===== config.mk =====
export PLATFORM = sky130hd
export DESIGN_NAME = msb_bit_reader_flat
export DESIGN_NICKNAME = d
export VERILOG_FILES = /design/src/msbr_pkg.sv /design/src/msbr_in_if.sv /design/src/msbr_out_if.sv /design/src/msbr_front.sv /design/src/msbr_queue.sv /design/src/msbr_back.sv /design/src/msb_bit_reader.sv /design/src/flat_wrapper.sv
export VERILOG_INCLUDE_DIRS = /design/src /design/src/src
export SDC_FILE = /design/constraint.sdc
export NUM_CORES = 1
export LEC_CHECK = 0
export BUFFER_PORTS_ARGS = -buffer_cell sky130_fd_sc_hd__buf_4
export CAP_MARGIN = 20
export CORE_MARGIN = 3
export CORE_UTILIZATION = 50
export CTS_CLUSTER_SIZE = 40
export DETAILED_ROUTE_END_ITERATION = 8
export GPL_TIMING_DRIVEN = 1
export PLACE_DENSITY = 0.74
export SLEW_MARGIN = 10
export SYNTH_ARGS = -nofsm -noshare
export SYNTH_HDL_FRONTEND = slang
export SYNTH_SLANG_ARGS = --single-unit

===== constraint.sdc =====
create_clock -name clk -period 6 [get_ports clk]
set_input_delay 0.9 -clock clk [delete_from_list [all_inputs] [get_ports clk]]
set_output_delay 0.9 -clock clk [all_outputs]
set_load 0.005 [all_outputs]

===== src/assert_macros.svh =====
// Assertion macros for the bit reader RTL, used by its back part.
// Expects clk and arst_n in the scope of each use.
`ifndef ASSERT_MACROS_SVH
`define ASSERT_MACROS_SVH

// Property checked on every edge outside reset.
`define MSBR_ASSERT(lbl, prop, msg) \
	lbl: assert property (@(posedge clk) disable iff (!arst_n) (prop)) else $error(msg);

// Implication checked on every edge outside reset.
`define MSBR_ASSERT_IMP(lbl, ante, cons, msg) \
	lbl: assert property (@(posedge clk) disable iff (!arst_n) (ante) |-> (cons)) \
		else $error(msg);

// Next-cycle implication checked outside reset.
`define MSBR_ASSERT_NXT(lbl, ante, cons, msg) \
	lbl: assert property (@(posedge clk) disable iff (!arst_n) (ante) |=> (cons)) \
		else $error(msg);

`endif


===== src/msbr_pkg.sv =====
// Types, codes and constants of the MSB-first bit reader.
// No dependencies; imported by the modules of the block and by its bench.
`timescale 1ns / 1ps

package msbr_pkg;

	localparam int BUFFER_BITS_DEF = 64;
	localparam int QDEPTH          = 2;
	localparam int QAW             = $clog2(QDEPTH);

	localparam logic [1:0] FUNC_PUSH = 2'd0;
	localparam logic [1:0] FUNC_READ = 2'd1;
	localparam logic [1:0] FUNC_PEEK = 2'd2;
	localparam logic [1:0] FUNC_ECHO = 2'd3;

	localparam logic [1:0] KIND_FIELD = 2'd0;
	localparam logic [1:0] KIND_ECHO  = 2'd1;
	localparam logic [1:0] KIND_PUSH  = 2'd2;

	localparam logic [1:0] STAT_OK       = 2'd0;
	localparam logic [1:0] STAT_FULL     = 2'd1;
	localparam logic [1:0] STAT_UNDERRUN = 2'd2;

	typedef enum logic [2:0] {
		OP_PUSH,
		OP_READ,
		OP_PEEK,
		OP_ECHO,
		OP_BAD
	} op_t;

	typedef struct packed {
		op_t        op;
		logic [7:0] data_b;
		logic [5:0] n;
	} cmd_t;

	typedef struct packed {
		logic full;
		logic empty;
	} q_stat_t;

	typedef enum logic {
		BK_IDLE,
		BK_ECHO
	} bk_state_t;

endpackage


===== src/msbr_in_if.sv =====
// Request channel of the bit reader: valid, ready and one request item.
// Depends on nothing.
`timescale 1ns / 1ps

interface msbr_in_if;
	logic       valid;
	logic       ready;
	logic [1:0] func;
	logic [7:0] byte_in;
	logic [5:0] n_bits;

	modport source (output valid, output func, output byte_in, output n_bits, input ready);
	modport sink   (input valid, input func, input byte_in, input n_bits, output ready);
endinterface


===== src/msbr_out_if.sv =====
// Result channel of the bit reader: valid, ready and one result item.
// Depends on nothing.
`timescale 1ns / 1ps

interface msbr_out_if;
	logic        valid;
	logic        ready;
	logic [1:0]  kind;
	logic [56:0] value;
	logic [7:0]  byte_out;
	logic [1:0]  status;
	logic        last;

	modport source (output valid, output kind, output value, output byte_out,
		output status, output last, input ready);
	modport sink   (input valid, input kind, input value, input byte_out,
		input status, input last, output ready);
endinterface


===== src/msbr_front.sv =====
// Front part: accepts request items and classifies them into commands.
// Depends on msbr_pkg and msbr_in_if.
`timescale 1ns / 1ps

module msbr_front import msbr_pkg::*; #(
	parameter int BUFFER_BITS = BUFFER_BITS_DEF
) (
	msbr_in_if.sink  req,
	input  q_stat_t  qs,
	output logic     push,
	output cmd_t     cmd
);

	localparam logic [6:0] NMAX = 7'(BUFFER_BITS - 7);

	logic bad_n;

	assign bad_n     = (req.n_bits == 6'd0) || ({1'b0, req.n_bits} > NMAX);
	assign req.ready = !qs.full;
	assign push      = req.valid && !qs.full;

	always_comb begin
		cmd.data_b = req.byte_in;
		cmd.n      = req.n_bits;
		unique case (req.func)
			FUNC_PUSH: cmd.op = OP_PUSH;
			FUNC_READ: cmd.op = bad_n ? OP_BAD : OP_READ;
			FUNC_PEEK: cmd.op = bad_n ? OP_BAD : OP_PEEK;
			FUNC_ECHO: cmd.op = bad_n ? OP_BAD : OP_ECHO;
			default:   cmd.op = OP_BAD;
		endcase
	end

endmodule


===== src/msbr_queue.sv =====
// Short command queue between the front and back parts.
// Depends on msbr_pkg.
`timescale 1ns / 1ps

module msbr_queue import msbr_pkg::*; (
	input  logic    clk,
	input  logic    arst_n,
	input  logic    push,
	input  cmd_t    wr_cmd,
	input  logic    pop,
	output cmd_t    rd_cmd,
	output q_stat_t qs
);

	cmd_t           mem_q [QDEPTH];
	logic [QAW-1:0] wp_q;
	logic [QAW-1:0] rp_q;
	logic [QAW:0]   cnt_q;
	logic           do_push;
	logic           do_pop;

	assign qs.full  = (cnt_q == (QAW+1)'(QDEPTH));
	assign qs.empty = (cnt_q == '0);
	assign do_push  = push && !qs.full;
	assign do_pop   = pop && !qs.empty;
	assign rd_cmd   = mem_q[rp_q];

	always_ff @(posedge clk or negedge arst_n) begin
		if (!arst_n) begin
			wp_q  <= '0;
			rp_q  <= '0;
			cnt_q <= '0;
		end else begin
			if (do_push) wp_q <= wp_q + 1'b1;
			if (do_pop) rp_q <= rp_q + 1'b1;
			unique case ({do_push, do_pop})
				2'b10:   cnt_q <= cnt_q + 1'b1;
				2'b01:   cnt_q <= cnt_q - 1'b1;
				default: cnt_q <= cnt_q;
			endcase
		end
	end

	always_ff @(posedge clk) begin
		if (do_push) mem_q[wp_q] <= wr_cmd;
	end

endmodule


===== src/msbr_back.sv =====
// Back part: holds the shift buffer and position, carries out commands,
// steps through echo bytes and drives the result register.
// Depends on msbr_pkg, msbr_out_if and assert_macros.svh.
`timescale 1ns / 1ps
`include "assert_macros.svh"

module msbr_back import msbr_pkg::*; #(
	parameter int BUFFER_BITS = BUFFER_BITS_DEF
) (
	input  logic      clk,
	input  logic      arst_n,
	input  cmd_t      cmd,
	input  q_stat_t   qs,
	output logic      pop,
	msbr_out_if.source rsp
);

	localparam logic [6:0] BB7 = 7'(BUFFER_BITS);

	bk_state_t   st_q, st_d;
	logic [63:0] buf_q;
	logic [6:0]  cons_q;
	logic [56:0] val_q;
	logic [7:0]  sh_q;
	logic [6:0]  lo_q;

	logic        ov_q;
	logic [1:0]  kind_q;
	logic [56:0] value_q;
	logic [7:0]  byte_q;
	logic [1:0]  status_q;
	logic        last_q;

	logic        out_free;
	logic [6:0]  avail;
	logic [6:0]  lo;
	logic        under;
	logic [63:0] shifted;
	logic [63:0] mask;
	logic [63:0] field;
	logic [7:0]  echo_b;
	logic        emit;
	logic        go_echo;

	logic        ld;
	logic [1:0]  kind_d;
	logic [56:0] value_d;
	logic [7:0]  byte_d;
	logic [1:0]  status_d;
	logic        last_d;

	assign out_free = !ov_q || rsp.ready;
	assign avail    = BB7 - cons_q;
	assign lo       = avail - {1'b0, cmd.n};
	assign under    = (cmd.op == OP_BAD) || ({1'b0, cmd.n} > avail);
	assign shifted  = buf_q >> lo[5:0];
	assign mask     = (64'd1 << cmd.n) - 64'd1;
	assign field    = shifted & mask;
	assign echo_b   = 8'(buf_q >> sh_q[5:0]);
	assign emit     = !sh_q[7] && (sh_q[6:0] >= lo_q);
	assign go_echo  = pop && (cmd.op == OP_ECHO) && !under;

	always_comb begin
		st_d = st_q;
		unique case (st_q)
			BK_IDLE: if (go_echo) st_d = BK_ECHO;
			BK_ECHO: if (out_free && !emit) st_d = BK_IDLE;
			default: st_d = BK_IDLE;
		endcase
	end

	always_comb begin
		pop      = 1'b0;
		ld       = 1'b0;
		kind_d   = KIND_FIELD;
		value_d  = '0;
		byte_d   = '0;
		status_d = STAT_OK;
		last_d   = 1'b1;
		unique case (st_q)
			BK_IDLE: begin
				pop = !qs.empty && out_free;
				if (pop) begin
					if (cmd.op == OP_PUSH) begin
						ld       = 1'b1;
						kind_d   = KIND_PUSH;
						status_d = (cons_q >= 7'd8) ? STAT_OK : STAT_FULL;
					end else if (under) begin
						ld       = 1'b1;
						status_d = STAT_UNDERRUN;
					end else if (cmd.op != OP_ECHO) begin
						ld      = 1'b1;
						value_d = field[56:0];
					end
				end
			end
			BK_ECHO: begin
				if (out_free) begin
					ld = 1'b1;
					if (emit) begin
						kind_d = KIND_ECHO;
						byte_d = echo_b;
						last_d = 1'b0;
					end else begin
						value_d = val_q;
					end
				end
			end
			default: ;
		endcase
	end

	always_ff @(posedge clk or negedge arst_n) begin
		if (!arst_n) begin
			st_q   <= BK_IDLE;
			buf_q  <= '0;
			cons_q <= BB7;
			ov_q   <= 1'b0;
		end else begin
			st_q <= st_d;
			if (ld) ov_q <= 1'b1;
			else if (rsp.ready) ov_q <= 1'b0;
			if (pop) begin
				if (cmd.op == OP_PUSH) begin
					if (cons_q >= 7'd8) begin
						buf_q  <= {buf_q[55:0], cmd.data_b};
						cons_q <= cons_q - 7'd8;
					end
				end else if (!under && (cmd.op == OP_READ || cmd.op == OP_ECHO)) begin
					cons_q <= cons_q + {1'b0, cmd.n};
				end
			end
		end
	end

	always_ff @(posedge clk) begin
		if (go_echo) begin
			sh_q  <= {1'b0, (avail - 7'd1) & 7'h78};
			lo_q  <= lo;
			val_q <= field[56:0];
		end else if (st_q == BK_ECHO && out_free && emit) begin
			sh_q <= sh_q - 8'd8;
		end
		if (ld) begin
			kind_q   <= kind_d;
			value_q  <= value_d;
			byte_q   <= byte_d;
			status_q <= status_d;
			last_q   <= last_d;
		end
	end

	assign rsp.valid    = ov_q;
	assign rsp.kind     = kind_q;
	assign rsp.value    = value_q;
	assign rsp.byte_out = byte_q;
	assign rsp.status   = status_q;
	assign rsp.last     = last_q;

	`MSBR_ASSERT(a_cons_range, cons_q <= BB7, "consumed position beyond buffer")
	`MSBR_ASSERT_IMP(a_sh_align, st_q == BK_ECHO, sh_q[7] || (sh_q[2:0] == 3'd0),
		"echo shift not on a byte boundary")
	`MSBR_ASSERT_NXT(a_buf_hold, st_q == BK_ECHO, $stable(buf_q), "buffer changed during echo")

endmodule


===== src/msb_bit_reader.sv =====
// Channel  Dir  Item
// req      in   func, byte_in, n_bits
// rsp      out  kind, value, byte_out, status, last
//
// Push, read and peek items give one result each; the back part takes one
// command a cycle from a two-entry queue while the result register is free
// and no echo is running. Read with echo holds the back part while it sets
// up, gives one result per echoed byte (up to 8) and then the field result.
// Reset empties the buffer at once; no clearing pass.
// A stalled result holds the back part; the queue keeps taking items until full.
// Top level of the MSB-first bit reader; depends on msbr_pkg, the channel
// interfaces, msbr_front, msbr_queue and msbr_back.
`timescale 1ns / 1ps

module msb_bit_reader import msbr_pkg::*; #(
	parameter int BUFFER_BITS = BUFFER_BITS_DEF
) (
	input  logic        clk,
	input  logic        arst_n,
	msbr_in_if.sink     req,
	msbr_out_if.source  rsp
);

	q_stat_t qs;
	logic    push;
	logic    pop;
	cmd_t    wr_cmd;
	cmd_t    rd_cmd;

	msbr_front #(.BUFFER_BITS(BUFFER_BITS)) u_front (
		.req  (req),
		.qs   (qs),
		.push (push),
		.cmd  (wr_cmd)
	);

	msbr_queue u_queue (
		.clk    (clk),
		.arst_n (arst_n),
		.push   (push),
		.wr_cmd (wr_cmd),
		.pop    (pop),
		.rd_cmd (rd_cmd),
		.qs     (qs)
	);

	msbr_back #(.BUFFER_BITS(BUFFER_BITS)) u_back (
		.clk    (clk),
		.arst_n (arst_n),
		.cmd    (rd_cmd),
		.qs     (qs),
		.pop    (pop),
		.rsp    (rsp)
	);

endmodule


===== src/flat_wrapper.sv =====
// flat-port wrapper written by rule: the top's interface ports become plain ports
module msb_bit_reader_flat import msbr_pkg::*;
#(
	parameter int BUFFER_BITS = BUFFER_BITS_DEF
)
  (clk, arst_n, req_valid, req_func, req_byte_in, req_n_bits, req_ready, rsp_valid, rsp_kind, rsp_value, rsp_byte_out, rsp_status, rsp_last, rsp_ready);
  msbr_in_if req_i ();
  msbr_out_if rsp_i ();
  input  logic clk;
  input  logic arst_n;
  input wire logic [$bits(req_i.valid)-1:0] req_valid;
  input wire logic [$bits(req_i.func)-1:0] req_func;
  input wire logic [$bits(req_i.byte_in)-1:0] req_byte_in;
  input wire logic [$bits(req_i.n_bits)-1:0] req_n_bits;
  output wire logic [$bits(req_i.ready)-1:0] req_ready;
  output wire logic [$bits(rsp_i.valid)-1:0] rsp_valid;
  output wire logic [$bits(rsp_i.kind)-1:0] rsp_kind;
  output wire logic [$bits(rsp_i.value)-1:0] rsp_value;
  output wire logic [$bits(rsp_i.byte_out)-1:0] rsp_byte_out;
  output wire logic [$bits(rsp_i.status)-1:0] rsp_status;
  output wire logic [$bits(rsp_i.last)-1:0] rsp_last;
  input wire logic [$bits(rsp_i.ready)-1:0] rsp_ready;
  assign req_i.valid = req_valid;
  assign req_i.func = req_func;
  assign req_i.byte_in = req_byte_in;
  assign req_i.n_bits = req_n_bits;
  assign req_ready = req_i.ready;
  assign rsp_valid = rsp_i.valid;
  assign rsp_kind = rsp_i.kind;
  assign rsp_value = rsp_i.value;
  assign rsp_byte_out = rsp_i.byte_out;
  assign rsp_status = rsp_i.status;
  assign rsp_last = rsp_i.last;
  assign rsp_i.ready = rsp_ready;
  msb_bit_reader #(.BUFFER_BITS(BUFFER_BITS)) u_core (.clk(clk), .arst_n(arst_n), .req(req_i), .rsp(rsp_i));
endmodule

==> out/summary.txt, run 1 <==
Total clock sinks -> 250
Chip width -> 188 um
Critical path required time -> 6290 ps
Peak Freq -> 0.176 GHz
Global-route wire length before repair -> 82600 um
Area after DPL -> 17500 um^2
Post-synth EDFFs -> 172
Detail Placement HPWL -> 40100 um
Via-to-Cell Ratio -> 6.72
Starting Density -> 51.4%
Synth warnings -> 0
Post-layout minimum cycle time -> 5680 ps
R2r setup slk -> 320 ps
Synth Area in Simple Gates -> 13.1%
DRC -> 0
Setup total negative slack -> 0 ps
RSZ-0062 raised after global routing -> no
Compound-Gate Fraction of Synth Area -> 15.2%
Worst reg2reg path startpoint -> u_core.u_queue.mem_q[1][1]
CTS Hold Bufs -> 0
Endpoints failing setup -> 0
Setup CP Type -> reg2reg
Worst-Margin Slew -> 1040 ps
Vias -> 13697
Largest net degree at the start of global routing -> 78
Syn Std Cell Area -> 16500 um^2
Antenna Nets Post-Route -> 0
Synth Instances -> 1528
Initial DRC count -> 1692
Diodes inserted -> 0
Row count -> 65
Main flop type after synthesis -> edfxtp_1
Crit-path max FO -> 70
Share of the synthesized area in the top cell type -> 31.4%
Worst path top cell family by delay -> compound AO/OA/AOI/OAI gates
Rel. slew slack -> 30.7%
Vias in the first global route -> 13110
Post-synthesis mux area share -> 20.9%
Gpl congestion -> 1.00
Die Area -> 35200 um^2
TritonCTS clock tree -> yes
Routed WL -> 55000 um
Reg2reg path depth -> 11
Worst path most repeated cell -> mux2i_1
Reg clk slew, reported paths -> 60 ps
Reg-to-Reg End -> u_core.u_back.rsp.value[12]
Chip height -> 188 um
PortBufs -> 91
Slowest-stage cell, CP -> o32ai_1
WP buf/inv -> 2
Fraction of the mapped netlist area in adder cells -> 1.91%
Status -> completed
Worst Setup End Kind -> flip-flop
CTS max path bufs -> 3
Post-cts resize count -> 0
#FFs+latches synth -> 250
Final hold violation count -> 0
Core area -> 32000 um^2
IO Count -> 92
Setup ws final -> 324 ps
WL/cell -> 27.0 um
Largest family of logic cells by synthesized area -> multiplexers
CP cell instances -> mux2i_1 -> inv_1 -> fa_2 -> xnor3_1 -> xnor2_4 -> buf_4 -> mux2i_1 -> a21oi_1 -> o32ai_1 -> o22ai_1 -> o31ai_1
Syn_nets -> 1571
Final #Nets -> 1626
Total grt overflow -> 0
All-layer global routing usage -> 30.4%
Synth Area per Inst -> 10.8 um^2
Xor/xnor share of the synthesized area -> 1.84%
Slew Limit Fails -> 0
Worst skew pair latency -> 560 ps
Sequential element share of the synthesized area -> 43.2%
Unique cell type count in the Yosys netlist -> 87
Clk_skew -> 23.4 ps
DR pass1 iterations -> 7
Root buf cell -> clkbuf_16
Slowest stage delay, CP -> 900 ps
Layout cells sized above 1 -> 23.4%
Initial antenna violation count -> 1
CP startpoint kind -> flip-flop
Num CTS Buffers -> 28
Area Growth Syn to Fin -> 12.0%
CP arrival -> 5970 ps
Synth top area cells -> edfxtp_1 (31%), dfrtp_1 (12%), mux2_2 (9.5%), mux2i_1 (7.1%), mux4_2 (4.2%)
Fin crit share -> 94.6%
Postcts setup bufs -> 0
CTS H-tree depth -> 1
Fin area -> 18500 um^2
Max-cap violations -> 0
Async set-reset flop share out of synthesis -> 30.8%
DP Worst Slack -> 647 ps
Synth area leader -> edfxtp_1
Worst hold path type -> in2async
flip-flops by register name, indices dropped and copies added, names as in the netlist:
register	cells
u_core.u_back.buf_q	64
u_core.u_back.cons_q	7
u_core.u_back.lo_q	7
u_core.u_back.rsp.byte_out	8
u_core.u_back.rsp.kind	2
u_core.u_back.rsp.last	1
u_core.u_back.rsp.status	2
u_core.u_back.rsp.valid	1
u_core.u_back.rsp.value	57
u_core.u_back.sh_q	5
u_core.u_back.st_q	1
u_core.u_back.val_q	57
u_core.u_queue.cnt_q	2
u_core.u_queue.mem_q	34
u_core.u_queue.rp_q	1
u_core.u_queue.wp_q	1
final cells by class:
class / instances / area, um^2
clock buffers: 38 / 738
clock inverters: 13 / 128
inverters: 38 / 143
multi-input cells: 1135 / 8760
repair buffers: 130 / 1030
well taps: 435 / 544
fillers: 2733 / 13600
flip-flops and latches: 250 / 7110
placed cells by master (no fill, tap or decap), drive strengths merged, types with 61 or more instances in the layout:
cell type,instances
a21oi,61
buf,130
dfrtp,76
edfxtp,172
mux2,139
mux2i,118
nand2,92
nor2,111
nor3,67
o21ai,61
worst max path at each step:
stage | from | to | slack (ps) | cells past startpoint
2_1_floorplan | u_core.u_queue.rp_q | u_core.u_back.rsp.value[5] | 1010 | 17
3_3_place_gp | u_core.u_queue.mem_q[1][1] | u_core.u_back.rsp.value[12] | 700 | 11
3_5_place_dp | u_core.u_queue.mem_q[1][1] | u_core.u_back.rsp.value[12] | 650 | 11
4_1_cts | u_core.u_queue.mem_q[1][1] | u_core.u_back.rsp.value[12] | 670 | 11
5_1_grt | u_core.u_queue.mem_q[1][1] | u_core.u_back.rsp.value[12] | 350 | 11
6_report | u_core.u_queue.mem_q[1][1] | u_core.u_back.rsp.value[12] | 320 | 11
synthesized netlist by cell type (all sizes together), types with 10 or more instances:
| cell | instances |
|---|---|
| or3 | 17 |
| o2bb2ai | 15 |
| nor2 | 111 |
| xnor2 | 23 |
| dfrtp | 76 |
| a22o | 10 |
| o21a | 15 |
| a21oi | 61 |
| nor2b | 10 |
| mux4 | 31 |
| o31ai | 17 |
| o22ai | 15 |
| ha | 21 |
| mux2i | 118 |
| o211ai | 18 |
| or2 | 10 |
| o21ai | 61 |
| nand2 | 92 |
| nand2b | 15 |
| nand3 | 51 |
| buf | 45 |
| nor3 | 67 |
| mux2 | 139 |
| inv | 37 |
| edfxtp | 172 |
| and2 | 18 |
| clkbuf | 60 |
| and3 | 13 |
| a211oi | 26 |
| o2111ai | 10 |
| nand3b | 10 |
stage by stage:
stage               utilization (%)  hold slack [ps]  instances
finish                         57.6              268       2039
global route                   57.6              290       2039
CTS                            57.4              499       2037
detailed placement             54.7              487       1986
global placement               54.7              477       1986
floorplan                         -              445       1528
worst reg2reg max path, stage by stage (launching register included):
cell and delay (ps):
edfxtp_1 530, mux2i_1 490, inv_1 390, fa_2 470, xnor3_1 310, xnor2_4 140
buf_4 670, mux2i_1 550, a21oi_1 110, o32ai_1 900, o22ai_1 290, o31ai_1 560
metal layers:
metal  up-vias  share of wire, %  GRT usage (%)
met5         -             0.022              0
met4         2               3.7           9.52
met3       127               9.6           6.02
met2       767                44           46.9
met1      6774                42           43.7
li1       6027                 -              -
cell families (layout without fill, tap and decap cells):
kind of cell | Yosys count | in the layout
DFF | 250 | 250
xor gates and xnor gates | 30 | 30
AOI/OAI and AO/OA | 352 | 352
and+or+nand+nor | 441 | 441
adders and majority gates | 24 | 24
buffers and inverters | 143 | 219
muxes | 288 | 288
Power of run 1 is left out: the tool's default activity adds up to more than one toggle a clock period on the data nets, which glitch-free logic cannot reach.
==> run 2: changes to the inputs <==
--- a/config.mk
+++ b/config.mk
@@ -9,11 +9,12 @@
 export BUFFER_PORTS_ARGS = -buffer_cell sky130_fd_sc_hd__buf_4
 export CAP_MARGIN = 20
 export CORE_MARGIN = 3
-export CORE_UTILIZATION = 50
+export CORE_UTILIZATION = 60
+export CTS_CLUSTER_DIAMETER = 100
 export CTS_CLUSTER_SIZE = 40
 export DETAILED_ROUTE_END_ITERATION = 8
 export GPL_TIMING_DRIVEN = 1
-export PLACE_DENSITY = 0.74
+export PLACE_DENSITY = 0.86
 export SLEW_MARGIN = 10
 export SYNTH_ARGS = -nofsm -noshare
 export SYNTH_HDL_FRONTEND = slang
==> run 2 against run 1 <==
Cell area down 2.8%. Non-clock buffer count up 8. Register-to-register slack better by 1000 ps. Die area down 16%. First-iteration DRC count up 28%. Critical path type unchanged. Routed wire length down 5.9%.
==> out/summary.txt, run 2 (synthesis gave the netlist of run 1 again) <==
Status -> completed
Setup total negative slack -> 0 ps (unchanged)
Hold WS -> 516 ps (+247 ps)
Die Area -> 29500 um^2 (-16%)
Rel. slew slack -> 23.5% (-7.3 points)
Worst hold path type -> reg2reg
All-layer global routing usage -> 34.6% (+4.2 points)
Root buf cell -> clkbuf_16
Antenna Nets Post-Route -> 0 (unchanged)
Inst Count DP -> 1899 (-4.4%)
CP arrival -> 4960 ps (-1010 ps)
Chip width -> 172 um (-8.4%)
CP startpoint kind -> flip-flop
Via-to-Cell Ratio -> 7.11 (+5.8%)
Largest register by flop count -> u_core.u_back.buf_q
Core area -> 27000 um^2 (-16%)
Max reg flops -> 64 (unchanged)
CTS H-tree depth -> 1 (unchanged)
Fin crit share -> 77.4% (-17 points)
Setup CP Type -> reg2reg
Final hold violation count -> 0 (unchanged)
Critical path required time -> 6320 ps (+30 ps)
Total clock sinks -> 250 (unchanged)
Gpl congestion -> 1.01 (+0.43%)
Peak Freq -> 0.215 GHz (+22%)
TritonCTS clock tree -> yes
Worst-Margin Slew -> 1140 ps (+108 ps)
Final #Nets -> 1618 (-0.49%)
Largest net degree at the start of global routing -> 78 (unchanged)
Vias -> 13658 (-0.28%)
Area Growth Syn to Fin -> 8.94%
Hold Startpoint -> u_core.u_queue.wp_q
Post-cts resize count -> 0 (unchanged)
Filler cells -> 2065 (-24%)
Starting Density -> 61.1% (+9.7 points)
Postcts setup bufs -> 0 (unchanged)
Detail Placement HPWL -> 38500 um (-4.0%)
Crit-path max FO -> 25 (-64%)
DR pass1 iterations -> 5 (-2)
RSZ-0062 raised after global routing -> no
Routed WL -> 51700 um (-5.9%)
Global-route wire length before repair -> 77900 um (-5.8%)
Most common library cell in the layout ignoring fill and taps -> edfxtp_1
Worst Setup End Kind -> flip-flop
WL/cell -> 26.9 um (-0.22%)
Post-layout minimum cycle time -> 4640 ps (-1030 ps)
Crit. Startpoint -> u_core.u_back.cons_q[1]
Area of the multi-input gates -> 8760 um^2 (unchanged)
Row count -> 60 (-7.7%)
Reg clk slew, reported paths -> 130 ps (+70 ps)
Num CTS Buffers -> 12 (-57%)
Endpoints failing setup -> 0 (unchanged)
Vias in the first global route -> 12885 (-1.7%)
IO Count -> 92 (unchanged)
Chip height -> 172 um (-8.4%)
Most frequent cells in the layout -> edfxtp_1 (172), mux2_2 (139), buf_4 (134)
Layout cells sized above 1 -> 23.1% (-0.29 points)
Worst reg2reg path startpoint -> u_core.u_back.cons_q[1]
CTS max path bufs -> 3 (unchanged)
Total grt overflow -> 0 (unchanged)
Final std cells w/o fill -> 1922 (-5.7%)
Clk_skew -> 49.3 ps (+25.9 ps)
Max-cap violations -> 0 (unchanged)
Diodes inserted -> 0 (unchanged)
Initial DRC count -> 2158 (+28%)
Worst skew pair latency -> 530 ps (-30 ps)
PortBufs -> 91 (unchanged)
Sequential Area -> 7110 um^2 (unchanged)
CTS Hold Bufs -> 0 (unchanged)
Fin area -> 17900 um^2 (-2.8%)
DRC -> 0 (unchanged)
Slew Limit Fails -> 0 (unchanged)
Area after DPL -> 17500 um^2 (-0.30%)
Initial antenna violation count -> 1 (unchanged)
## run 2: final cells by class
| class | instances | share of cell area (%) |
|---|---|---|
| Clock inverter | 6 | 0.544 |
| Sequential cell | 250 | 39.6 |
| Inverter | 38 | 0.795 |
| Clock buffer | 14 | 1.89 |
| Timing Repair Buffer | 138 | 5.94 |
| Multi-Input combinational cell | 1135 | 48.8 |
| Tap cell | 341 | 2.38 |
## run 2: worst max-delay path, stage by stage, from the launching register on
cell and delay, ps:
dfrtp_1 480, inv_1 70, ha_1 260, nand2b_1 230, nor2_1 100, xnor2_1 260
ha_1 360, a21oi_1 270, mux2i_1 120, o211ai_1 110, or2_1 620, inv_2 450
a2111oi_0 590, a211oi_1 130, o31ai_1 390
## run 2: path summary, 6_finish.rpt
kind,endpoint,slack [ps],depth (start not counted)
worst max register to register,u_core.u_back.rsp.value[28],1360,14
max in group asynchronous,u_core.u_back.buf_q[43],4840,1
worst max-delay path,u_core.u_back.rsp.value[28],1360,14
min in group asynchronous,u_core.u_back.buf_q[26],540,1
worst min register to register,u_core.u_queue.wp_q,520,1
worst min-delay path,u_core.u_queue.wp_q,520,1
## run 2: metal layers
layer  global-route usage [%]  wire (um)  vias to the layer above
li1                         -          -                     5977
met1                     48.8      20700                     6731
met2                     53.4      23400                      833
met3                     9.12       6040                      115
met4                     9.38       1570                        2
met5                        0         17                        -
## run 2: metrics by stage
step	setup slack (ps)	utilization (%)
after global placement	1640	64.9
after CTS	1510	66.5
after floorplan	1010	-
after global routing	1190	66.6
final	1360	66.6
after detailed placement	1560	64.9
Power of run 2 is left out for the same reason.
